`src/hdl/q8q4da_pkg.sv`:
```
// ----------------------------------------------------------------------------
// q8q4da_pkg
// types, widths and constants of the q8 x q4 block dot accumulator
// ----------------------------------------------------------------------------
`timescale 1ns / 1ps
`default_nettype none

package q8q4da_pkg;

	localparam int BLOCK_ELEMS = 32;
	localparam int MAX_BLOCKS  = 256;
	localparam int HALF_ELEMS  = BLOCK_ELEMS / 2;

	localparam int BYTE_W    = 8;
	localparam int NIB_W     = 4;
	localparam int NIB_OFFSET = 8;
	localparam int ACT_BITS  = BLOCK_ELEMS * BYTE_W;
	localparam int WT_BITS   = HALF_ELEMS * BYTE_W;
	localparam int IDX_W     = $clog2(HALF_ELEMS);
	localparam int ACT_IDX_W = $clog2(BLOCK_ELEMS);

	localparam int SCALE_IN_W = 16;
	localparam int SCALE_W    = 2 * SCALE_IN_W;
	localparam int WNIB_W     = NIB_W + 1;
	localparam int PROD_W     = BYTE_W + WNIB_W;
	localparam int DOT_W      = 17;
	localparam int TERM_W     = DOT_W + SCALE_W;
	localparam int SUM_W      = 56;

	typedef struct packed {
		logic [63:0]                   act_bytes_0;
		logic [63:0]                   act_bytes_1;
		logic [63:0]                   act_bytes_2;
		logic [63:0]                   act_bytes_3;
		logic [63:0]                   weight_bytes_0;
		logic [63:0]                   weight_bytes_1;
		logic signed [SCALE_IN_W-1:0]  act_scale;
		logic signed [SCALE_IN_W-1:0]  weight_scale;
		logic                          last_block;
	} blk_t;

	typedef struct packed {
		logic signed [SUM_W-1:0] dot_sum;
		logic                    overflowed;
	} res_t;

	typedef enum logic [1:0] {
		ST_IDLE,
		ST_MAC,
		ST_TERM,
		ST_ACC
	} state_t;

	typedef struct packed {
		logic             load;
		logic             mac;
		logic [IDX_W-1:0] idx;
		logic             term;
		logic             acc;
		logic             emit;
	} cmd_t;

endpackage

`default_nettype wire

```
`src/hdl/q8q4da_dpath.sv`:
```
// ----------------------------------------------------------------------------
// q8q4da_dpath
// block registers, two-lane multiply-accumulate, scale product and
// saturating running sum
// ----------------------------------------------------------------------------
`timescale 1ns / 1ps
`default_nettype none

module q8q4da_dpath (
	input  logic              clk,
	input  logic              arst_n,
	input  q8q4da_pkg::blk_t  blk,
	input  q8q4da_pkg::cmd_t  cmd,
	output q8q4da_pkg::res_t  res
);
	import q8q4da_pkg::*;

	logic [ACT_BITS-1:0]        act_q;
	logic [WT_BITS-1:0]         wt_q;
	logic signed [SCALE_W-1:0]  scale_q;
	logic signed [DOT_W-1:0]    dot_q;
	logic signed [TERM_W-1:0]   term_q;
	logic signed [SUM_W-1:0]    sum_q;
	logic                       sat_q;
	res_t                       res_q;

	logic [ACT_IDX_W-1:0]       hi_idx;
	logic signed [BYTE_W-1:0]   act_lo;
	logic signed [BYTE_W-1:0]   act_hi;
	logic [BYTE_W-1:0]          wbyte;
	logic signed [WNIB_W-1:0]   nib_lo;
	logic signed [WNIB_W-1:0]   nib_hi;
	logic signed [PROD_W-1:0]   prod_lo;
	logic signed [PROD_W-1:0]   prod_hi;
	logic signed [SUM_W:0]      sum_ext;
	logic signed [SUM_W-1:0]    sum_next;
	logic                       ovf;

	// lane pair: element q and element q plus half block
	assign hi_idx  = {1'b0, cmd.idx} + ACT_IDX_W'(HALF_ELEMS);
	assign act_lo  = act_q[cmd.idx*BYTE_W +: BYTE_W];
	assign act_hi  = act_q[hi_idx*BYTE_W +: BYTE_W];
	assign wbyte   = wt_q[cmd.idx*BYTE_W +: BYTE_W];
	assign nib_lo  = $signed({1'b0, wbyte[NIB_W-1:0]}) - WNIB_W'(NIB_OFFSET);
	assign nib_hi  = $signed({1'b0, wbyte[BYTE_W-1:NIB_W]}) - WNIB_W'(NIB_OFFSET);
	assign prod_lo = act_lo * nib_lo;
	assign prod_hi = act_hi * nib_hi;

	// saturating add into the running sum
	always_comb begin
		sum_ext = {sum_q[SUM_W-1], sum_q} + (SUM_W+1)'(term_q);
		ovf     = sum_ext[SUM_W] != sum_ext[SUM_W-1];
		if (!ovf) begin
			sum_next = sum_ext[SUM_W-1:0];
		end else if (sum_ext[SUM_W]) begin
			sum_next = {1'b1, {(SUM_W-1){1'b0}}};
		end else begin
			sum_next = {1'b0, {(SUM_W-1){1'b1}}};
		end
	end

	always_ff @(posedge clk) begin
		if (cmd.load) begin
			act_q   <= {blk.act_bytes_3, blk.act_bytes_2, blk.act_bytes_1, blk.act_bytes_0};
			wt_q    <= {blk.weight_bytes_1, blk.weight_bytes_0};
			scale_q <= blk.act_scale * blk.weight_scale;
			dot_q   <= '0;
		end else if (cmd.mac) begin
			dot_q <= dot_q + DOT_W'(prod_lo) + DOT_W'(prod_hi);
		end
		if (cmd.term) begin
			term_q <= dot_q * scale_q;
		end
		if (cmd.emit) begin
			res_q.dot_sum    <= sum_next;
			res_q.overflowed <= sat_q | ovf;
		end
	end

	always_ff @(posedge clk or negedge arst_n) begin
		if (!arst_n) begin
			sum_q <= '0;
			sat_q <= 1'b0;
		end else if (cmd.acc) begin
			if (cmd.emit) begin
				sum_q <= '0;
				sat_q <= 1'b0;
			end else begin
				sum_q <= sum_next;
				sat_q <= sat_q | ovf;
			end
		end
	end

	assign res = res_q;

endmodule

`default_nettype wire

```
`src/hdl/q8q4da_ctrl.sv`:
```
// ----------------------------------------------------------------------------
// q8q4da_ctrl
// sequencer: block capture, lane steps, scaling, accumulate and result slot
// ----------------------------------------------------------------------------
`timescale 1ns / 1ps
`default_nettype none

module q8q4da_ctrl (
	input  logic              clk,
	input  logic              arst_n,
	input  logic              blk_valid,
	input  logic              last_block,
	output logic              blk_stall,
	input  logic              res_stall,
	output logic              res_valid,
	output q8q4da_pkg::cmd_t  cmd
);
	import q8q4da_pkg::*;

	state_t           state_q;
	state_t           state_nxt;
	logic [IDX_W-1:0] cnt_q;
	logic             last_q;
	logic             res_valid_q;

	always_ff @(posedge clk or negedge arst_n) begin
		if (!arst_n) begin
			state_q     <= ST_IDLE;
			cnt_q       <= '0;
			last_q      <= 1'b0;
			res_valid_q <= 1'b0;
		end else begin
			state_q <= state_nxt;
			if (cmd.load) begin
				cnt_q  <= '0;
				last_q <= last_block;
			end else if (cmd.mac) begin
				cnt_q <= cnt_q + IDX_W'(1);
			end
			if (cmd.emit) begin
				res_valid_q <= 1'b1;
			end else if (!res_stall) begin
				res_valid_q <= 1'b0;
			end
		end
	end

	always_comb begin
		state_nxt = state_q;
		cmd       = '0;
		cmd.idx   = cnt_q;
		blk_stall = 1'b1;
		unique case (state_q)
			ST_IDLE: begin
				blk_stall = 1'b0;
				if (blk_valid) begin
					cmd.load  = 1'b1;
					state_nxt = ST_MAC;
				end
			end
			ST_MAC: begin
				cmd.mac = 1'b1;
				if (cnt_q == IDX_W'(HALF_ELEMS - 1)) begin
					state_nxt = ST_TERM;
				end
			end
			ST_TERM: begin
				cmd.term  = 1'b1;
				state_nxt = ST_ACC;
			end
			ST_ACC: begin
				if (!last_q) begin
					cmd.acc   = 1'b1;
					state_nxt = ST_IDLE;
				end else if (!res_valid_q || !res_stall) begin
					cmd.acc   = 1'b1;
					cmd.emit  = 1'b1;
					state_nxt = ST_IDLE;
				end
			end
			default: begin
				state_nxt = ST_IDLE;
			end
		endcase
	end

	assign res_valid = res_valid_q;

endmodule

`default_nettype wire

```
`src/hdl/q8_q4_block_dot_accumulator_unit.sv`:
```
// sequence: a block is captured, then goes through the lane steps, the scaling step and the
//   accumulate step; on a last block the result is offered from the cycle after that step, or later
//   while an earlier result still waits in the result register
// a new block is taken only once the previous one has passed the capture cycle, the 16 steps of
//   the two-lane multiply-accumulate, one scaling multiply and one accumulate step
// reset: arst_n clears the running sum, the sticky saturation flag and all control
`timescale 1ns / 1ps
`default_nettype none

// ----------------------------------------------------------------------------
// q8_q4_block_dot_accumulator_unit
// q8 activation x q4 weight block dot product with scaled, saturating
// accumulation over a stream of blocks
// ----------------------------------------------------------------------------

module q8_q4_block_dot_accumulator_unit (
	input  logic              clk,
	input  logic              arst_n,
	// block channel, a transfer when blk_valid is high and blk_stall low
	input  logic              blk_valid,
	output logic              blk_stall,
	input  q8q4da_pkg::blk_t  blk,
	// result channel, one transfer per last block
	output logic              res_valid,
	input  logic              res_stall,
	output q8q4da_pkg::res_t  res
);
	import q8q4da_pkg::*;

	cmd_t cmd;

	// sequencer: takes a block only when idle, then walks the lane steps.
	// the result register is separate, so a waiting result does not hold
	// off the next block; only a second last block waits for the slot
	q8q4da_ctrl u_ctrl (
		.clk        (clk),
		.arst_n     (arst_n),
		.blk_valid  (blk_valid),
		.last_block (blk.last_block),
		.blk_stall  (blk_stall),
		.res_stall  (res_stall),
		.res_valid  (res_valid),
		.cmd        (cmd)
	);

	// datapath: the scale product is formed as the block is captured,
	// element pairs q and q+16 share one weight byte per step, and the
	// 49-bit term is added into the 56-bit sum with clamping to the limits
	q8q4da_dpath u_dpath (
		.clk    (clk),
		.arst_n (arst_n),
		.blk    (blk),
		.cmd    (cmd),
		.res    (res)
	);

endmodule

`default_nettype wire

```
`config.mk`:
```
export PLATFORM = sky130hd
export DESIGN_NAME = q8_q4_block_dot_accumulator_unit
export DESIGN_NICKNAME = d
export VERILOG_FILES = /design/src/hdl/q8q4da_pkg.sv /design/src/hdl/q8q4da_dpath.sv /design/src/hdl/q8q4da_ctrl.sv /design/src/hdl/q8_q4_block_dot_accumulator_unit.sv
export SDC_FILE = /design/constraint.sdc
export NUM_CORES = 2
export LEC_CHECK = 0
export ABC_AREA = 1
export ABC_CLOCK_PERIOD_IN_PS = 40800
export BUFFER_PORTS_ARGS = -buffer_cell sky130_fd_sc_hd__buf_2
export CAP_MARGIN = 20
export CORE_ASPECT_RATIO = 0.9
export CORE_MARGIN = 3
export CORE_UTILIZATION = 35
export DETAILED_ROUTE_END_ITERATION = 10
export GPL_ROUTABILITY_DRIVEN = 0
export MAX_ROUTING_LAYER = met4
export PLACE_DENSITY = 0.6
export SETUP_SLACK_MARGIN = 0.05
export SLEW_MARGIN = 20
export SYNTH_ARGS = -nofsm -noshare
export SYNTH_HDL_FRONTEND = slang
export SYNTH_SLANG_ARGS = --single-unit
```
`constraint.sdc`:
```
create_clock -name clk -period 40.8 [get_ports clk]
set_input_delay 6.12 -clock clk [delete_from_list [all_inputs] [get_ports clk]]
set_output_delay 6.12 -clock clk [all_outputs]
set_load 0.02 [all_outputs]
```
# Yosys cells after proc, flatten, opt, wreduce, memory -nomap -nowiden
# Index checks and enable logic that the tools add are counted.
dict set report totals {
  reg_bits 604
  latch_bits 0
  ramBits 0
  rom_bits 0
  output_inout_bits 59
  n_memories 0
}
dict set report op_classes {
  addsub 7
  mul 4
  div_mod_pow 0
  n_lt_le_gt_ge 0
  eq_ne 9
  shift 3
  n_mux 22
  bitwise_logic 1
  reduce_logical 6
}
# cell count
set ops {}
lappend ops {{indexed part select 256 x 8 -> 8 bit} 1}
lappend ops {{indexed part select 256 x 9 -> 8 bit} 1}
lappend ops {{2-to-1 mux 56 bit} 3}
lappend ops {{indexed part select 128 x 8 -> 8 bit} 1}
lappend ops {{adder 56 x 49 -> 57 bit} 1}
lappend ops {{multiplier 17 x 32 -> 49 bit} 1}
lappend ops {{adder 17 x 13 -> 17 bit} 2}
lappend ops {{multiplier 16 x 16 -> 32 bit} 1}
lappend ops {{multiplier 8 x 5 -> 13 bit} 2}
lappend ops {{2-to-1 mux 2 bit} 6}
lappend ops {{2-to-1 mux 1 bit} 10}
lappend ops {{subtractor 4 x 4 -> 5 bit, second input constant} 2}
lappend ops {{2-to-1 mux 4 bit} 2}
lappend ops {{case mux 2 bit (4 select lines)} 1}
lappend ops {{adder 4 x 5 -> 5 bit, second input constant} 1}
lappend ops {{adder 4 x 1 -> 4 bit, second input constant} 1}
lappend ops {{equality test 2 bit, second input constant} 2}
lappend ops {{equality test 4 bit, second input constant} 1}
lappend ops {{inequality test 2 x 1 -> 1 bit, second input constant} 2}
lappend ops {{inequality test 3 bit, second input constant} 1}
lappend ops {{AND reduction 3 bit} 1}
lappend ops {{equality test 2 x 1 -> 1 bit, second input constant} 1}
lappend ops {{logical NOT 1 bit} 2}
lappend ops {{logical NOT 2 bit} 1}
lappend ops {{other kinds (5)} 5}

# Longest topological paths before layout
dict set report depth {
  depth_word 6
  depth_mapped 32
  depth_no_buf 30
}

# Cells and area by module
# From an unflattened synthesis, not the netlist that was laid out.
dict set report hier_totals {
  cells_unflattened 6780
  hier_area_um2 61318.8
}
# mod n_inst cells_per_inst area_each_um2
set modules_own_cells {}
lappend modules_own_cells {q8q4da_dpath 1 6721 60848.4}
lappend modules_own_cells {q8q4da_ctrl 1 59 470.5}

# Least setup slack after synthesis
# Ideal clock, no wire load.
dict set report synth_timing {
  path_type {input port to flip-flop}
  from {in blk_valid}
  to {reg u_ctrl.last_q}
  setup_time_ns 0.656
  arrival_ns 18.150
  required_time_ns 40.144
  setup_slack_ns 21.995
  path_stages 4
  n_path_buf 1
  cell_sequence {nand2_1 clkinv_1 clkbuf_1 o21ai_0}
}
# item line
set synth_rtl {}
lappend synth_rtl {{start: declaration} q8_q4_block_dot_accumulator_unit.sv:20} ;# input logic blk_valid,
lappend synth_rtl {{end signal: assignment} q8q4da_ctrl.sv:36} ;# last_q <= last_block;
lappend synth_rtl {{end: declaration} q8q4da_ctrl.sv:23} ;# logic last_q;

# Worst setup path in the final report
dict set report layout_timing {
  from {in blk[2] (netlist name)}
  to {reg u_dpath.scale_q[28] (data pin)}
}
dict set report layout_between {
  elab_chain_len 1
}
# item line
set layout_lines {}
lappend layout_lines {{start: declaration} q8_q4_block_dot_accumulator_unit.sv:22} ;# input q8q4da_pkg::blk_t blk,
lappend layout_lines {{multiplier 16 x 16 -> 32 bit} q8q4da_dpath.sv:66} ;# scale_q <= blk.act_scale * blk.weight_scale;
lappend layout_lines {{end signal: assignment} q8q4da_dpath.sv:66}
lappend layout_lines {{end: declaration} q8q4da_dpath.sv:20} ;# logic signed [SCALE_W-1:0] scale_q;
# No other way between the ends.
# A chain may end at the register's enable or synchronous reset.

==> summary.md <==
| Metric | Value |
|---|---|
| I/O pin total | 480 |
| Maximum Capacitance Violations | 0 |
| Relative max-transition margin | 27.67% |
| Total length of routed wires | 174300 um |
| Crit Path Class | input pin to flop |
| Setup TNS | 0 ps |
| Grt total ovfl | 0 |
| First-pass GRT wire length | 272400 um |
| Setup crit start | blk[2] |
| Area of the multi-input gates | 36400 um2 |
| WL per Instance | 18.52 um |
| Avg Synthesized Cell Area | 9.018 um2 |
| Setup crit start kind | input pin |
| Dpl cell area | 65430 um2 |
| Hold Fails Final Rpt | 0 |
| Hold buffers post-CTS | 0 |
| Yosys top cell area share | 28.88% |
| Chip Width | 446.3 um |
| Register-to-Register Path Depth | 26 |
| Asr flop ratio synth | 10.76% |
| Seq/Total Area, Yosys | 28.88% |
| HPWL after DPL | 136300 um |
| Routed Antenna Nets | 0 |
| R2r startpoint | u_ctrl.cnt_q[1] |
| Port bufs | 479 |
| Total GRT Usage | 20.01% |
| Count of cell types in the netlist | 50 |
| Std cell rows | 144 |
| Number of DRC markers in iteration 0 | 3634 |
| CTS clk-pin slew, worst paths | 50 ps |
| Die area | 179600 um2 |
| Die Span Y | 402.3 um |
| CP most frequent cell | fa_1 |
| Initial antenna violation count | 35 |
| Clock buffer depth | 3 |
| Root Buffer | clkbuf_16 |
| Synth Warn # | 0 |
| Fillers | 17170 |
| R2R setup slack | 32740 ps |
| Postcts setup bufs | 0 |
| Critical path peak fanout | 16 |
| Share of cells above drive strength 1 | 10.97% |
| Fin Clk Skew | 36.44 ps |
| Largest net degree at the start of global routing | 181 |
| Slowest CP cell | fa_1 |
| Fmax | 88.82 MHz |
| Post-Syn Instances | 6773 |
| Tcrit/Tclk final | 27.59% |
| Synth Flop Type | edfxtp_1 |
| WP buf/inv | 4 |
| Post-Syn Nets | 8393 |
| CP Data Required Time | 41190 ps |
| FF-to-FF End | u_dpath.dot_q[14] |
| CTS Buf Count | 68 |
| CP Capture Type | flop |
| # resized after CTS | 0 |
| CTS tree | yes |
| # DRC | 0 |
| Via density | 4.893 |
| Final setup vio count | 0 |
| Worst-Margin Slew | 1085 ps |
| Cell taking the most area after synthesis | fa_1 |
| Crit-path cells | buf_2 > nand2_1 > inv_1 > fa_1 > fa_1 > inv_1 > fa_1 > fa_1 > fa_1 > inv_1 > fa_1 > ha_1 > a21oi_1 > o21ai_0 > a221oi_1 > o21ai_0 > xor2_1 |
| Hold Crit Class | flop to flop |
| EDFF count, synth | 522 |
| Synth area leaders | fa_1 29%, edfxtp_1 26%, inv_1 9.5% |
| CP peak stage delay | 550 ps |
| Routed vias | 46060 |
| Core Area | 172200 um2 |
| Worst Path Arrival | 11650 ps |
| Min Tclk post-route | 11260 ps |
| WP depth | 17 |
| CP Capture Point | u_dpath.scale_q[28] |
| FF/Latch Area | 17650 um2 |
| Outcome | complete, no violations |
| Final instance area | 67640 um2 |
| Final nets | 8686 |
| H-Tree Level Count | 3 |
| Synthesis-to-layout area growth | 10.75% |
| Final Max Tran Viols | 0 |
| Pre-antenna DRT Iters | 6 |
| Seq cells post-synth | 604 |
| Vias in the first global route | 47460 |
| Clk_lat worst skew | 680 ps |
| Starting Density | 35.46% |
| RSZ-0062 raised after global routing | no |
| CTS sink cnt | 604 |
| Post-Syn Area | 61080 um2 |
| Top delay family on crit path | adder cells |
## flip-flops by register name, indices dropped and copies added, names as in the netlist, 2 cells and up
signal / flops
u_dpath.wt_q: 128
u_dpath.term_q: 49
u_dpath.scale_q: 32
u_dpath.act_q: 256
u_ctrl.cnt_q: 4
u_dpath.dot_q: 17
u_dpath.sum_q: 56
u_ctrl.state_q: 2
u_dpath.res: 57
## cell usage after synthesis (9+ instances only)
| cell type | n |
|---|---|
| inv_1 | 1542 |
| nand2_1 | 1471 |
| fa_1 | 881 |
| edfxtp_1 | 522 |
| nor2_1 | 471 |
| ha_1 | 318 |
| o21ai_0 | 306 |
| clkbuf_1 | 256 |
| a21oi_1 | 171 |
| nand3_1 | 123 |
| xor2_1 | 92 |
| nand2_2 | 81 |
| dfrtp_1 | 65 |
| o22ai_1 | 55 |
| xnor2_1 | 50 |
| o221ai_1 | 42 |
| nand2_4 | 32 |
| o21bai_1 | 30 |
| nand4_1 | 28 |
| a31oi_1 | 26 |
| nor3_1 | 24 |
| dfxtp_1 | 17 |
| o211ai_1 | 17 |
| buf_2 | 15 |
| or2_2 | 13 |
| a21o_1 | 12 |
| a22o_1 | 10 |
| buf_1 | 10 |
| o21a_1 | 10 |
| nor2_2 | 9 |
| nor4_1 | 9 |
## tightest hold or removal path, cell delays in order, from the launching register on
cell      delay (ps)
dfxtp_1          320
o211ai_1          80
inv_1             50
## metrics by stage
stage	util, %	hold slack [ps]	worst slack [ps]	std cells
after global routing	39.27	510.6	29260	9414
after global placement	37.97	462.7	28990	9258
after CTS	39.23	482.9	29660	9382
after floorplan	-	455.2	21990	6773
final	39.27	477.1	29540	9414
after detailed placement	37.98	466.0	28910	9259
## area by class of cell
type / count / area share (%)
well taps: 2263 / 4.186
multi-input cells: 4327 / 53.81
repair buffers: 515 / 4.014
inverters: 1550 / 8.616
flip-flops and latches: 604 / 26.10
clock buffers: 82 / 2.593
clock inverters: 41 / 0.5678
diodes: 32 / 0.1184
## kinds of logic (layout without fill, tap and decap cells)
| group | Yosys count | count (layout) | share of synthesized area [%] |
|---|---|---|---|
| AO/OA/AOI/OAI | 697 | 697 | 6.553 |
| XOR/XNOR | 142 | 142 | 2.036 |
| adder cells (fa/ha/maj) | 1199 | 1199 | 35.39 |
| buffers and inverters | 1842 | 2188 | 11.58 |
| flip-flops | 604 | 604 | 28.88 |
| other | 0 | 32 | 0 |
| AND/OR/NAND/NOR | 2289 | 2289 | 15.56 |
## how the worst min path moves through the flow
stage	from	endpoint	slack [ps]	depth (start not counted)
floorplan	u_dpath.sum_q[35]	u_dpath.sum_q[35]	460	2
global placement	u_dpath.dot_q[11]	u_dpath.dot_q[11]	460	2
detailed placement	u_dpath.dot_q[11]	u_dpath.dot_q[11]	470	2
CTS	u_dpath.dot_q[11]	u_dpath.dot_q[11]	480	2
global route	u_dpath.sum_q[25]	u_dpath.sum_q[25]	510	2
finish	u_dpath.dot_q[11]	u_dpath.dot_q[11]	480	2
## cells in the final DEF (no fill, tap or decap), types with 11 or more instances in the layout
cell / count
inv_1: 1540
nand2_1: 1471
fa_1: 881
edfxtp_1: 522
buf_2: 478
nor2_1: 469
ha_1: 317
o21ai_0: 305
a21oi_1: 171
nand3_1: 123
xor2_1: 92
nand2_2: 81
clkbuf_16: 68
dfrtp_1: 63
o22ai_1: 55
xnor2_1: 50
o221ai_1: 42
buf_4: 34
diode_2: 32
nand2_4: 32
o21bai_1: 30
nand4_1: 28
a31oi_1: 26
nor3_1: 24
clkinv_1: 17
o211ai_1: 17
clkbuf_1: 14
or2_2: 13
a21o_1: 12
dfxtp_1: 11
## layer usage
metal	track usage [%]	up-vias	share of wire [%]
li1	-	21260	-
met1	27.49	22910	44
met2	31.01	1662	46
met3	2.821	234	7.1
met4	5.536	0	2.2
met5	-	-	0
Power is not shown: default switching activity piles up to over one toggle a cycle in this logic, so the estimate is an artifact.
